--- config.mk ---
export PLATFORM = sky130hd
export DESIGN_NAME = lwma_enc
export DESIGN_NICKNAME = d
export VERILOG_FILES = /design/src/design/lwma_pkg.sv /design/src/design/lwma_enc.sv
export SDC_FILE = /design/constraint.sdc
export NUM_CORES = 1
export LEC_CHECK = 0
export ABC_AREA = 0
export ABC_CLOCK_PERIOD_IN_PS = 20200
export BUFFER_PORTS_ARGS = -buffer_cell sky130_fd_sc_hd__buf_2
export CAP_MARGIN = 25
export CORE_MARGIN = 5
export CORE_UTILIZATION = 50
export DETAILED_ROUTE_END_ITERATION = 12
export PLACE_DENSITY = 0.84
export SKIP_CTS_REPAIR_TIMING = 1
export SYNTH_ARGS = -nofsm -noshare
export SYNTH_HDL_FRONTEND = slang
export SYNTH_SLANG_ARGS = --single-unit
--- constraint.sdc ---
create_clock -name clk -period 20.2 [get_ports clk]
set_input_delay 4.04 -clock clk [delete_from_list [all_inputs] [get_ports clk]]
set_output_delay 4.04 -clock clk [all_outputs]
set_load 0.01 [all_outputs]
--- src/design/lwma_pkg.sv ---
// Shared types, constants and compact-target decoding for the LWMA retarget block.
package lwma_pkg;

  localparam int TIME_W    = 32;
  localparam int CODE_W    = 32;
  localparam int VAL_W     = 256;
  localparam int SPACING_W = 16;
  localparam int WSIZE_W   = 8;
  localparam int LIMW_W    = 64;
  localparam int CFG_IDX_W = 3;
  localparam int SOLVE_W   = 19;
  localparam int CAP_MUL   = 6;
  localparam int DIV_STEPS = 256;

  localparam logic [CFG_IDX_W-1:0] REG_TARGET_SPACING = 3'd0;
  localparam logic [CFG_IDX_W-1:0] REG_WINDOW_SIZE    = 3'd1;
  localparam logic [CFG_IDX_W-1:0] REG_POW_LIMIT0     = 3'd2;
  localparam logic [CFG_IDX_W-1:0] REG_POW_LIMIT1     = 3'd3;
  localparam logic [CFG_IDX_W-1:0] REG_POW_LIMIT2     = 3'd4;
  localparam logic [CFG_IDX_W-1:0] REG_POW_LIMIT3     = 3'd5;

  typedef struct packed {
    logic [TIME_W-1:0] block_time;
    logic [CODE_W-1:0] compact_target;
    logic              restart;
  } in_item_t;

  typedef struct packed {
    logic [CODE_W-1:0] next_compact_target;
    logic              limit_used;
  } out_item_t;

  // Sign bit and overflow ignored; bits shifted past 255 are dropped.
  function automatic logic [VAL_W-1:0] decode_compact(input logic [CODE_W-1:0] c);
    logic [7:0]       size;
    logic [7:0]       sh;
    logic [VAL_W-1:0] m;
    logic [VAL_W-1:0] r;
    size = c[31:24];
    m    = {{(VAL_W-23){1'b0}}, c[22:0]};
    if (size <= 8'd3) begin
      sh = 8'd3 - size;
      r  = m >> {sh[1:0], 3'b000};
    end else if (size <= 8'd34) begin
      sh = size - 8'd3;
      r  = m << {sh[4:0], 3'b000};
    end else begin
      r = '0;
    end
    return r;
  endfunction

endpackage

--- src/design/lwma_enc.sv ---
// Compact nBits encoder: scans down one byte a cycle to the top nonzero byte.
module lwma_enc (
  input  logic                        clk,
  input  logic                        rst,
  input  logic                        start,
  input  logic [lwma_pkg::VAL_W-1:0]  value,
  output logic                        done,
  output logic [lwma_pkg::CODE_W-1:0] code
);

  logic                       busy;
  logic [lwma_pkg::VAL_W-1:0] v;
  logic [5:0]                 sz;
  logic [23:0]                mant;
  logic [7:0]                 size;

  assign done = busy && (sz == 6'd0 || v[255:248] != 8'd0);

  always_comb begin
    mant = v[255:232];
    size = {2'b00, sz};
    if (mant[23]) begin
      mant = {8'd0, mant[23:8]};
      size = size + 8'd1;
    end
    code = {size, mant};
  end

  always_ff @(posedge clk) begin
    if (rst) begin
      busy <= 1'b0;
    end else if (start) begin
      v    <= value;
      sz   <= 6'd32;
      busy <= 1'b1;
    end else if (busy) begin
      if (done) begin
        busy <= 1'b0;
      end else begin
        v  <= {v[247:0], 8'd0};
        sz <= sz - 6'd1;
      end
    end
  end

endmodule

# ---- After elaboration in Yosys (flattened, before gate mapping)
# Index checks and enable logic that the tools add are counted.
# W data, S select, Z words.
dict set report op_classes {
  add_sub_neg 2
  eq_ne 1
  muxes 10
  bitwise_logic 1
  n_reduce_logical 6
}
# operator n
set ops {}
lappend ops {{$mux W256} 3}
lappend ops {{$mux W23} 1}
lappend ops {{$mux W6} 2}
lappend ops {{$reduce_bool A8 Y1} 1}
lappend ops {{$add A6 B1 Y7 const B} 1}
lappend ops {{$mux W7} 1}
lappend ops {{$logic_not A6 Y1} 1}
lappend ops {{$sub A6 B1 Y6 const B} 1}
lappend ops {{$mux W1} 3}
lappend ops {{$reduce_and A3 Y1} 1}
lappend ops {{$ne A2 B2 Y1 const B} 1}
lappend ops {{$reduce_bool A2 Y1} 1}
lappend ops {{$logic_and A1 B1 Y1} 1}
lappend ops {{$logic_or A1 B1 Y1} 1}
lappend ops {{$not A1 Y1} 1}
dict set report word_totals {
  register_bits 263
  inputBits 259
  out_inout_bits 33
  wordCells 23
}

# ---- Logic depth before layout (Yosys ltp)
dict set report depth {
  word_depth 6
  mapped_depth 6
  ltp_nobuf 5
}

# ---- Worst setup path before layout
# No wires, ideal clock.
dict set report synth_path {
  path_type {input port to flip-flop}
  from {in rst}
  to {reg sz[0] (enable)}
  setup_ns 0.976
  t_arrival_ns 16.884
  required_time_ns 19.224
  setup_slack_ns 2.340
  stages 2
  n_path_buf 0
  path_cell_list {nand2b_1 > o22ai_1}
}
dict set report synth_between {
  elab_chain_len 2
}
# item line_no
set synth_lines {}
lappend synth_lines {{start, declared} lwma_enc.sv:4} ;# input logic rst,
lappend synth_lines {{$not A1 Y1 (no source line)} n/a}
lappend synth_lines {{$reduce_and A3 Y1 (no source line)} n/a}
lappend synth_lines {{end signal, assigned} lwma_enc.sv:41} ;# sz <= sz - 6'd1;
lappend synth_lines {{end, declared} lwma_enc.sv:13} ;# logic [5:0] sz;
# Every way passes these cells.
# A chain may end at the register's enable or synchronous reset.

# ---- Worst setup path in the final report
dict set report layout_path {
  from {in start}
  to {reg v[109] in the netlist's numbering (enable)}
}
dict set report layout_between {
  elab_chain_len 2
  word_cells_on_any_way 3
  cone_classes {eq/ne: 1; reduce/logical: 2}
}
# item line_no
set layout_lines {}
lappend layout_lines {{start, declared} lwma_enc.sv:5} ;# input logic start,
lappend layout_lines {{$ne A2 B2 Y1 (no source line) / $reduce_bool A2 Y1 (equally long branches)} n/a}
lappend layout_lines {{$reduce_and A3 Y1 (no source line) *} n/a}
lappend layout_lines {{end signal, assigned} lwma_enc.sv:33} ;# v <= value;
lappend layout_lines {{end signal, assigned} lwma_enc.sv:40} ;# v <= {v[247:0], 8'd0};
lappend layout_lines {{end, declared} lwma_enc.sv:12} ;# logic [lwma_pkg::VAL_W-1:0] v;
# Every way passes the cells marked *; elsewhere a longest branch is shown, timed or not.

==> run summary <==
Critical Path RT: 20.40 ns
Yosys warns: 0
Die footprint: 26000 sq um
Cells after Synth: 623
Worst flop-to-flop path endpoint: v[109]
Max-cap viol count: 0
DR WL/cell: 19.0 um
TritonCTS buffer count: 28
Die X: 161 um
GRT Max-Usage Layer: met2
Clk buf depth: 3
Grt met2 use: 0.295
Final nets: 1177
Largest family of logic cells by synthesized area: multiplexers
# setup viols final: 0
Fraction of layout cells with a size suffix above 1: 0.642
Met1 Use GR: 0.210
# IOs: 292
Mapped Area: 11400 sq um
Final ANT Viol Nets: 0
WS Path Type: in2reg
Reg2Reg Depth: 7
Via count: 6397
Compound-gate portion of the synthesized area: 0.00361
Met3 usage: 0.0495
Total power: 1.22 mW
Pin count of the biggest net entering global routing: 87
Commonest non-fill, non-tap cell in the layout: buf_2
R2R Path Start: v[255]
Vias per inst: 5.23
CP endpoint kind: flip-flop
Core box area: 22600 sq um
Worst-path clk slew: 0.06 ns
Top cells by area, synth: edfxtp_1 69%, mux2_2 26%, buf_2 1.3%, and2_1 0.49%, xnor2_1 0.46%
Post-synth cell types: 30
Final HPWL DP: 16000 um
Post-synthesis mux area share: 0.259
Hold Path Origin: v[3]
Mapped Avg Cell Area: 18.3 sq um
Max-slew violations: 0
RSZ-0062 raised after global routing: no
Total grt overflow: 0
Clock Skew: 0.0153 ns
Worst Path Max Fanout: 75
Skew-Pair Late Insertion Delay: 0.53 ns
Worst setup SP type: primary input
Clk sink count: 263
Synth Register Bits: 263
Synth Area in XOR/XNOR: 0.00613
Die H: 161 um
CTS tree: yes
Seq/Total Area, Yosys: 0.690
Crit-path cells: buf_8 > inv_1 > o22ai_4 > buf_4 > buf_4 > buf_16
Initial DRC count: 468
Min-Delay Path Class: reg2reg
Area grow syn2layout: 22.9%
First-pass GRT wire length: 35700 um
Final hold violation count: 0
Vias in the first global route: 6770
Worst path most repeated cell: buf_4
Slew HR: 0.364
Status: finished clean
Synth Area in Simple Gates: 0.0194
Setup TNS: 0 ns
Post-Route Utilization: 0.622
Slowest-stage cell, CP: buf_4
Port buffer count: 289
Peak VDD IR: 0.0668 mV
Pre-Repair DR Iteration Count: 5
DRC viols: 0
Share of the synthesized area in the top cell type: 0.688
Antenna violations before repair: 8
Reg-to-reg setup timing slack: 16.09 ns
Final period util: 0.335
Rows: 55
Bufs and invs on worst path: 5
H-tree lvl count: 1
Critical Path Max Stage Delay: 0.84 ns
GP Congestion: 0.793
CP top delay family: buffers and inverters
Synth area leader: edfxtp_1
GRT Util Overall: 0.171
Final WL: 23200 um
Worst hold endpoint: v[11]
Least-Margin Pin Slew: 0.954 ns
Initial core utilization: 0.506
Power density cells: 86.9 nW/um^2
Leakage: 5.27 nW
CP arrival: 6.97 ns
Highest-count cells in the layout ignoring fill and taps: 288 x buf_2, 263 x mux2_2, 262 x edfxtp_1, 29 x clkbuf_16
CTS Root Cell: clkbuf_16
Adder-Cell Fraction of Synth Area: 0.00328
Hold depth: 1
Fmax: 148 MHz
Final worst path period need: 6.77 ns
-- per-layer routing --
| metal | up-vias | wire length, um |
|---|---|---|
| met3 | 45 | 1920 |
| li1 | 3008 | - |
| met2 | 214 | 12000 |
| met4 | 10 | 482 |
| met5 | - | 49 |
| met1 | 3120 | 8790 |
-- flip-flops by register name, summed over array words and instances, names as in the netlist --
signal  count
v         256
sz          6
busy        1
-- cell type report --
class	count	area, sq um
Clock inverter	16	97.6
Antenna cell	3	7.51
Tap cell	285	357
Fill cell	1671	8520
Timing Repair Buffer	298	1580
Inverter	4	15.0
Clock buffer	35	748
Multi-Input combinational cell	320	3350
Sequential cell	263	7890
-- how the worst max path moves through the flow --
stage,startpoint,end,slack (ns),cells past startpoint
final,start,v[109],13.43,6
after global routing,start,v[109],13.24,6
after CTS,start,v[14],13.25,5
after detailed placement,start,v[102],12.69,5
after global placement,start,v[86],12.71,5
after floorplan,rst,sz[0],2.34,2
-- synthesized netlist by cell type --
cell      count
mux2_2      263
edfxtp_1    262
buf_2        30
and2_1        9
nor2_1        7
nor2b_1       7
xnor2_1       6
inv_1         4
clkbuf_1      3
ha_1          3
nand2_1       3
nand3_1       3
buf_4         2
nand4_1       2
nor4_1        2
o22ai_1       2
xor2_1        2
buf_1         1
buf_6         1
conb_1        1
dfxtp_1       1
nand2b_1      1
nor3_1        1
nor3b_1       1
o21ai_0       1
o311ai_2      1
o31ai_1       1
or2_2         1
or3_4         1
or4_1         1
-- cell families (layout without fill, tap and decap cells) --
group,Yosys count,count (layout)
muxes,263,263
DFF,263,263
buffers and inverters,41,353
and+or+nand+nor,39,39
xor gates and xnor gates,8,8
AOI/OAI and AO/OA,5,5
adders and majority gates,3,3
other,1,5
-- stage by stage --
stage	cell area [sq um]	std cells	setup WS (ns)	hold slack, ns
6_report	14000	1224	13.43	0.541
5_1_grt	14000	1224	13.24	0.550
4_1_cts	14000	1218	13.25	0.542
3_5_place_dp	13100	1167	12.69	0.533
3_3_place_gp	13100	1167	12.71	0.526
2_1_floorplan	11400	624	2.34	0.469
-- report_power, final --
part           switching (mW)  internal [mW]  total (mW)
combinational          0.0429         0.0599       0.103
sequential            0.00903          0.635       0.644
clock                   0.201          0.273       0.475
total                   0.253          0.968        1.22
Power figures use the tool's default switching activity.
