===== config.mk =====
export PLATFORM = sky130hd
export DESIGN_NAME = lwma_div
export DESIGN_NICKNAME = d
export VERILOG_FILES = /design/src/design/lwma_pkg.sv /design/src/design/lwma_div.sv
export SDC_FILE = /design/constraint.sdc
export NUM_CORES = 1
export LEC_CHECK = 0
export BUFFER_PORTS_ARGS = -buffer_cell sky130_fd_sc_hd__buf_4
export CAP_MARGIN = 40
export CORE_AREA = 2 2 218 220
export CTS_CLUSTER_DIAMETER = 50
export CTS_CLUSTER_SIZE = 25
export DETAILED_ROUTE_END_ITERATION = 10
export DIE_AREA = 0 0 220 222
export GPL_TIMING_DRIVEN = 0
export HOLD_SLACK_MARGIN = 0.08
export SLEW_MARGIN = 20
export SYNTH_ARGS = -nofsm -noshare
export SYNTH_HDL_FRONTEND = slang
export SYNTH_SLANG_ARGS = --single-unit

===== constraint.sdc =====
create_clock -name clk -period 24.4 [get_ports clk]
set_input_delay 1.22 -clock clk [delete_from_list [all_inputs] [get_ports clk]]
set_output_delay 1.22 -clock clk [all_outputs]
set_load 0.01 [all_outputs]

===== src/design/lwma_pkg.sv =====
// Shared types, constants and compact-target decoding for the LWMA retarget block.
package lwma_pkg;

  localparam int TIME_W    = 32;
  localparam int CODE_W    = 32;
  localparam int VAL_W     = 256;
  localparam int SPACING_W = 16;
  localparam int WSIZE_W   = 8;
  localparam int LIMW_W    = 64;
  localparam int CFG_IDX_W = 3;
  localparam int SOLVE_W   = 19;
  localparam int CAP_MUL   = 6;
  localparam int DIV_STEPS = 256;

  localparam logic [CFG_IDX_W-1:0] REG_TARGET_SPACING = 3'd0;
  localparam logic [CFG_IDX_W-1:0] REG_WINDOW_SIZE    = 3'd1;
  localparam logic [CFG_IDX_W-1:0] REG_POW_LIMIT0     = 3'd2;
  localparam logic [CFG_IDX_W-1:0] REG_POW_LIMIT1     = 3'd3;
  localparam logic [CFG_IDX_W-1:0] REG_POW_LIMIT2     = 3'd4;
  localparam logic [CFG_IDX_W-1:0] REG_POW_LIMIT3     = 3'd5;

  typedef struct packed {
    logic [TIME_W-1:0] block_time;
    logic [CODE_W-1:0] compact_target;
    logic              restart;
  } in_item_t;

  typedef struct packed {
    logic [CODE_W-1:0] next_compact_target;
    logic              limit_used;
  } out_item_t;

  // Sign bit and overflow ignored; bits shifted past 255 are dropped.
  function automatic logic [VAL_W-1:0] decode_compact(input logic [CODE_W-1:0] c);
    logic [7:0]       size;
    logic [7:0]       sh;
    logic [VAL_W-1:0] m;
    logic [VAL_W-1:0] r;
    size = c[31:24];
    m    = {{(VAL_W-23){1'b0}}, c[22:0]};
    if (size <= 8'd3) begin
      sh = 8'd3 - size;
      r  = m >> {sh[1:0], 3'b000};
    end else if (size <= 8'd34) begin
      sh = size - 8'd3;
      r  = m << {sh[4:0], 3'b000};
    end else begin
      r = '0;
    end
    return r;
  endfunction

endpackage


===== src/design/lwma_div.sv =====
// Bit-serial restoring divider: 256-bit dividend by a narrow divisor, one bit a cycle.
module lwma_div #(
  parameter int DW = 40
) (
  input  logic                       clk,
  input  logic                       rst,
  input  logic                       start,
  input  logic [lwma_pkg::VAL_W-1:0] dividend,
  input  logic [DW-1:0]              divisor,
  output logic                       done,
  output logic [lwma_pkg::VAL_W-1:0] quotient
);

  logic          busy;
  logic [7:0]    cnt;
  logic [DW-1:0] rem;
  logic [DW:0]   sh;
  logic          qbit;

  always_comb begin
    sh   = {rem, quotient[lwma_pkg::VAL_W-1]};
    qbit = (sh >= {1'b0, divisor});
  end

  always_ff @(posedge clk) begin
    if (rst) begin
      busy <= 1'b0;
      done <= 1'b0;
    end else begin
      done <= 1'b0;
      if (start) begin
        quotient <= dividend;
        rem      <= '0;
        cnt      <= 8'(lwma_pkg::DIV_STEPS - 1);
        busy     <= 1'b1;
      end else if (busy) begin
        rem      <= qbit ? DW'(sh - {1'b0, divisor}) : sh[DW-1:0];
        quotient <= {quotient[lwma_pkg::VAL_W-2:0], qbit};
        if (cnt == 8'd0) begin
          busy <= 1'b0;
          done <= 1'b1;
        end else begin
          cnt <= cnt - 8'd1;
        end
      end
    end
  end

endmodule


# After elaboration in Yosys (flattened, before gate mapping)
# Index checks and enable logic that the tools add are counted.
[word_totals] output_inout_bits=257 register_bits=306 word_cells=26
[op_classes] n_lt_le_gt_ge=1 n_addsub=2 n_reduce_logical=5 muxes=10 bitwise_logic=2 n_eq_ne=1
[ops] operator="$mux W256" n=2
[ops] operator="$mux W40" n=2
[ops] operator="$ge A41 B40 Y1" n=1
[ops] operator="$sub A40 B40 Y40" n=1
[ops] operator="$mux W8" n=2
[ops] operator="$logic_not A8 Y1" n=1
[ops] operator="$sub A8 B1 Y8 const B" n=1
[ops] operator="$mux W1" n=4
[ops] operator="$reduce_and A3 Y1" n=1
[ops] operator="$reduce_or A3 Y1" n=1
[ops] operator="$ne A2 B2 Y1 const B" n=1
[ops] operator="$not A1 Y1" n=2
[ops] operator="$reduce_and A2 Y1" n=1
[ops] operator="$reduce_bool A2 Y1" n=1

# Longest topological paths before layout
# Gate-level depths: netlist of the first run.
[depth] ltp_word=4 ltp_mapped=13

# Worst setup path after synthesis of the first run
# OpenSTA, ideal clock, no wires.
[synth_timing] kind="input port to flip-flop" start="in start" end="reg quotient[0] (netlist bit), enable pin" n_path_buf=3 required_ns=23.441 slack_ns=9.059 cell_stages=5 t_arrival_ns=14.382 path_cell_list="clkbuf_1 clkbuf_1 clkbuf_1 nor2_1 nor2_1"
[synth_via] elab_chain_len=2
[synth_lines] item="from (decl)" line="lwma_div.sv:7" source="input logic start,"
[synth_lines] item="$reduce_bool A2 Y1 (no source line)"
[synth_lines] item="$reduce_and A2 Y1 (no source line)"
[synth_lines] item="to (signal assigned)" line="lwma_div.sv:32" source="quotient <= dividend;"
[synth_lines] item="to (signal assigned)" line="lwma_div.sv:38" source="quotient <= {quotient[lwma_pkg::VAL_W-2:0], qbit};"
[synth_lines] item="to (decl)" line="lwma_div.sv:11" source="output logic [lwma_pkg::VAL_W-1:0] quotient"
# Every way passes these cells.
# A chain may end at the register's enable or synchronous reset.

# Worst setup path in the final report of the first run
[layout_timing] start="in divisor[0]" end="reg rem[32] (data pin)"
[layout_via] elab_chain_len=3 word_cells_on_any_way=4 classes_between="1 x add/sub; 1 x order compare; 2 x mux"
[layout_lines] item="from (decl)" line="lwma_div.sv:9" source="input logic [DW-1:0] divisor,"
[layout_lines] item="$sub A40 B40 Y40 / $ge A41 B40 Y1 (equally long branches)" line="lwma_div.sv:37, lwma_div.sv:22"
[layout_lines] item="$mux W40 *" line="lwma_div.sv:37" source="rem <= qbit ? DW'(sh - {1'b0, divisor}) : sh[DW-1:0];"
[layout_lines] item="$mux W40 *" line="lwma_div.sv:36" source="end else if (busy) begin"
[layout_lines] item="to (signal assigned)" line="lwma_div.sv:37"
[layout_lines] item="to (decl)" line="lwma_div.sv:16" source="logic [DW-1:0] rem;"
# Mark *: on every way between the ends. The rest lies on a longest branch, timed or not. The select of a mux whose other input is x is not followed.

==> run metrics, run 1 <==
Multi-input gate area 5892 sq um; R2R Setup Slk 20860 ps; core footprint 46260 sq um; Synth top area share 58.96%; cell count after placement 2263; Synth cell types 69; PD cells 71.14 nW/um^2; crit path capture type flip-flop; total power 1.581 mW; CP peak stage delay 400 ps; slew at the pin closest to its max-slew limit 783.2 ps; num ports 556; Total GRT Usage 20.57%; Syn Area/Cell 14.27 sq um; CTS tree built; DIE AREA 48840 sq um; cell area after synthesis 15480 sq um; via/cell ratio 4.884; largest net degree at the start of global routing 28; Initial DRT Pass Iterations 5; Worst Path Arrival 4130 ps; CTS Sinks 306; sequential area share after synthesis 59.22%; clk buf depth 3; critical path class primary input to flip-flop; first-pass GRT wire length 74850 um; setup TNS 0 ps; commonest cells after routing, fill and taps aside 557 x buf_4, 304 x edfxtp_1, 255 x mux2_2; H-tree levels 2; yosys warns 0; number of global-route vias before repair 11.96k; setup ws final 20570 ps; outcome finished clean; Synth Register Bits 306; RD Place Congestion 0.8653; most common cell after layout, fill and taps aside buf_4; drt wl/cell 21.99 um; number of setup buffers added after CTS 0; Worst Path Required 24700 ps; Die X 220 um; Final Hold Fails 0; # hold bufs at CTS 0; R2R depth 12; most frequent CP cell a21oi_1; share of layout cells above drive strength 1 53.27%; via count 11.43k; register area 9169 sq um; # Max-Cap Violations 0; initial core utilization 33.47%; largest area contributor in the netlist edfxtp_1; final WL 51490 um; fmax 261.2 MHz; critical path fanouts, max 4; Cells after Synth 1085; Final nets 2040; clk_lat worst skew 550 ps; crit path launch type primary input; RSZ-0062 raised after global routing false; Initial DRC Count 599; ys async rst share 0%; final setup fails 0; clk root buf clkbuf_16; post-CTS resize count 0; IO Port Bufs 554; crit path cell chain buf_4 -> ha_1 -> fa_1 -> nand2b_1 -> a21oi_1 -> o2111a_1 -> o211ai_2 -> a21oi_1 -> o21bai_2 -> a211oi_1 -> o21ai_0 -> a32o_1; Synth-to-Final Area Change 43.56%; leakage 9.154 nW; RR Startpoint quotient[255]; DPL Wire Length 41250 um; Critical Path Sink rem[32]; Chip Height 222 um; CTS clk-pin slew, worst paths 60 ps; final critical-path required period 3828 ps; Peak VDD IR 0.06308 mV; Post-Syn Nets 1427; fill count 4212; Worst Skew 21.05 ps; TritonCTS buffer count 40; Crit-path slowest cell fa_1; grt ovf 0; Non-Filler Instances 2341; EDFF count, synth 304; antenna violations before repair 7; worst hold-check path type flip-flop to flip-flop; ys flop type edfxtp_1; DRT antenna net count 0; worst r2r dst rem[32]; Final Max Tran Viols 0; Tcrit/Tclk final 15.69%; Max-slew headroom 47.31%; row cnt 79; crit path launch divisor[0]; drc violations 0; pre-CTS setup slack 19830 ps; synth top area cells edfxtp_1 59%, mux2_2 19%, ha_1 3.4%
==> sequential cells by signal (all words and copies together) (netlist names) <==
signal    count
busy          1
quotient    256
done          1
rem          40
cnt           8
==> layer usage <==
metal / GRT usage [%] / up-vias / share of wire (%)
met3: 6.996 / 77 / 7.8
met1: 22.85 / 5628 / 38
met2: 36.24 / 339 / 52
met5: 0 / - / 0.016
li1: - / 5388 / -
met4: 7.339 / 2 / 3.1
==> power by group <==
group,switching [mW],internal (mW)
logic,0.146,0.158
clock network,0.249,0.377
registers,0.0221,0.629
total,0.417,1.16
==> through the flow <==
step	util [%]	cell area (sq um)	hold slack, ps
finish	48.05	22230	507.9
global route	48.03	22220	534.9
CTS	48.03	22220	508.6
detailed placement	45.01	20820	500.5
global placement	44.10	20400	500.6
floorplan	-	15480	490.6
==> worst max-delay path: cells and delay by family <==
family / cells / cell delay, ps
compound gates: 8 / 2000
fa+ha+maj: 2 / 610
simple gates: 1 / 180
buf+inv: 1 / 120
==> final cells by class <==
cell class              count  area share (%)
clock inverters            31           1.649
well taps                 607           3.417
repair buffers            571           20.53
flip-flops and latches    306           41.25
clock buffers              42           4.632
inverters                  48          0.8105
multi-input cells         676           26.51
diodes                      5         0.05629
plain buffers              55           1.148
==> synthesized netlist by cell type (7+ instances only) <==
cell type	instances
edfxtp_1	304
mux2_2	255
nor2_1	57
inv_1	48
clkbuf_1	42
ha_1	42
a21oi_1	40
mux2i_1	33
nand2_1	32
a21o_1	25
xnor2_1	25
o21ai_0	13
nand2b_1	12
xor2_1	11
nor2b_1	10
nand3_1	9
nor3_1	9
a211oi_1	8
a31oi_1	8
nand4_1	7
==> worst min path at each step <==
| stage | startpoint | endpoint | slack (ps) | depth (start not counted) |
|---|---|---|---|---|
| 4_1_cts | busy | done | 510 | 1 |
| 6_report | busy | done | 510 | 1 |
| 5_1_grt | busy | done | 530 | 1 |
| 3_3_place_gp | busy | done | 500 | 1 |
| 2_1_floorplan | busy | done | 490 | 1 |
| 3_5_place_dp | busy | done | 500 | 1 |
==> kinds of logic after synthesis <==
kind of cell / Yosys count / synth area share (%)
AO/OA/AOI/OAI: 144 / 6.489
XOR/XNOR: 36 / 2.036
adder cells (fa/ha/maj): 43 / 3.523
buffers and inverters: 103 / 2.812
flip-flops: 306 / 59.22
multiplexers: 288 / 20.68
AND/OR/NAND/NOR: 165 / 5.245
No activity file was read; power rests on OpenSTA's default activity.
==> run 2: changes to the inputs <==
- clock period: 24.4 -> 3.6 ns (I/O delays scaled with it)
==> run metrics, run 2 (same netlist as run 1, synthesis figures left out) <==
outcome finished clean; register area 9169 sq um; Worst Skew 26.65 ps; crit path capture type flip-flop; R2R Setup Slk 170 ps; DPL Wire Length 41090 um; hold path depth 3; Total GRT Usage 21.54%; via count 12.64k; CP peak stage delay 390 ps; Worst Path Required 3910 ps; first-pass GRT wire length 79210 um; internal power component 8.066 mW; Tcrit/Tclk final 95.24%; hold slack 130.9 ps; sw frac 26.80%; num ports 556; worst hold-check path type primary input to flip-flop; row cnt 79; CTS tree built; via/cell ratio 4.863; clk_lat worst skew 580 ps; crit path cell chain inv_1 -> ha_1 -> fa_1 -> nand2b_1 -> a21oi_1 -> o2111a_1 -> o211ai_2 -> a21oi_1 -> o21bai_2 -> a211oi_1 -> o21ai_0 -> a32o_1; hold path endpoint done; clk root buf clkbuf_16; slew at the pin closest to its max-slew limit 801.7 ps; core footprint 46260 sq um; Final Max Tran Viols 0; Final nets 2296; Top Registers quotient (256), rem (40), cnt (8); RD Place Congestion 0.8661; most frequent CP cell a21oi_1; number of global-route vias before repair 13.26k; Initial DRT Pass Iterations 6; critical path fanouts, max 4; Synth-to-Final Area Change 60.17%; final critical-path required period 3429 ps; leakage 10.23 nW; initial core utilization 33.47%; drc violations 0; max FFs per register 256; Reg power frac 40.0%; Max-slew headroom 46.06%; # Max-Cap Violations 0; cell count after placement 2260; Crit-path slowest cell fa_1; most common cell after layout, fill and taps aside buf_4; Initial DRC Count 816; share of layout cells above drive strength 1 46.40%; Final Hold Fails 0; number of setup buffers added after CTS 0; fmax 291.7 MHz; Non-Filler Instances 2599; antenna violations before repair 12; fill count 3871; hold_sp start; NetSw 2.953 mW; clk buf depth 3; TritonCTS buffer count 42; critical path class flip-flop to flip-flop; crit path launch type flip-flop; Logic pwr share 21.1%; Worst Path Arrival 3740 ps; grt ovf 0; post-layout util 53.61%; largest net degree at the start of global routing 29; final WL 54270 um; final setup fails 0; DIE AREA 48840 sq um; RSZ-0062 raised after global routing false; Peak VDD IR 0.3309 mV; drt wl/cell 20.88 um; buffer and inverter count on the worst path 1; family with the most delay on the worst path compound AO/OA/AOI/OAI gates; H-tree levels 2; Top reg by flops quotient; worst r2r dst rem[32]; RR Startpoint quotient[255]; R2R depth 12; Clk pwr share 38.9%; IO Port Bufs 554; PD cells 444.3 nW/um^2; DRT antenna net count 0; Multi-input gate area 5899 sq um; Chip Height 222 um; CTS Sinks 306; commonest cells after routing, fill and taps aside 557 x buf_4, 304 x edfxtp_1, 257 x dlygate4sd3_1; CTS clk-pin slew, worst paths 60 ps; Die X 220 um
## run 2: layout make-up
type	instances	area share, %
Clock buffer	46	4.298
Multi-Input combinational cell	676	23.79
Clock inverter	29	1.423
Tap cell	607	3.062
Sequential cell	306	36.97
Antenna cell	7	0.07063
Inverter	48	0.7265
Timing Repair Buffer	825	28.46
Buffer	55	1.196
## run 2: tightest hold or removal path: cells and delay by family
kind | cells | cell delay, ps
buffers and inverters | 1 | 150
and+or+nand+nor | 2 | 310
## run 2: worst max path at each step
stage	start	end	slack (ps)	cells after the start
finish	quotient[255]	rem[32]	170	12
global placement	start	quotient[97]	-4180	5
global route	quotient[255]	rem[32]	4	12
CTS	quotient[255]	rem[32]	180	12
floorplan	start	quotient[0]	-1820	5
detailed placement	quotient[255]	rem[32]	200	12
## run 2: repair_timing
item                                    in CTS  in global routing
hold buffers                               257                  0
endpoints found under the hold margin      268                  0
endpoints found under the setup margin       0                  0
gates resized for setup                      0                  0
## run 2: routing by layer
metal  global-route usage, %  share of wire [%]  up-vias
met1                   24.97                 39     6154
met2                   37.36                 50      454
li1                        -                  -     5891
met4                   9.093                4.3       12
met5                       0               0.13        -
met3                   5.597                6.5      127
## run 2: metrics by stage
| step | area [sq um] | total power [mW] | setup TNS [ps] | worst slack (ps) |
|---|---|---|---|---|
| after CTS | 24780 | 11.12 | 0 | 184.2 |
| after global routing | 24790 | 11.46 | 0 | 4.327 |
| after detailed placement | 20790 | 6.556 | 0 | 195.4 |
| after floorplan | 15540 | 5.637 | -539340 | -1822 |
| final | 24800 | 11.02 | 0 | 171.4 |
| after global placement | 20460 | 6.512 | -1222580 | -4178 |
## run 2: power by group through the flow
stage	clock network (mW)	registers [mW]	logic, mW
5_1_grt	4.51	4.44	2.51
6_report	4.28	4.41	2.32
3_5_place_dp	0	4.48	2.08
2_1_floorplan	0	4.56	1.08
3_3_place_gp	0	4.52	1.99
4_1_cts	4.38	4.41	2.33
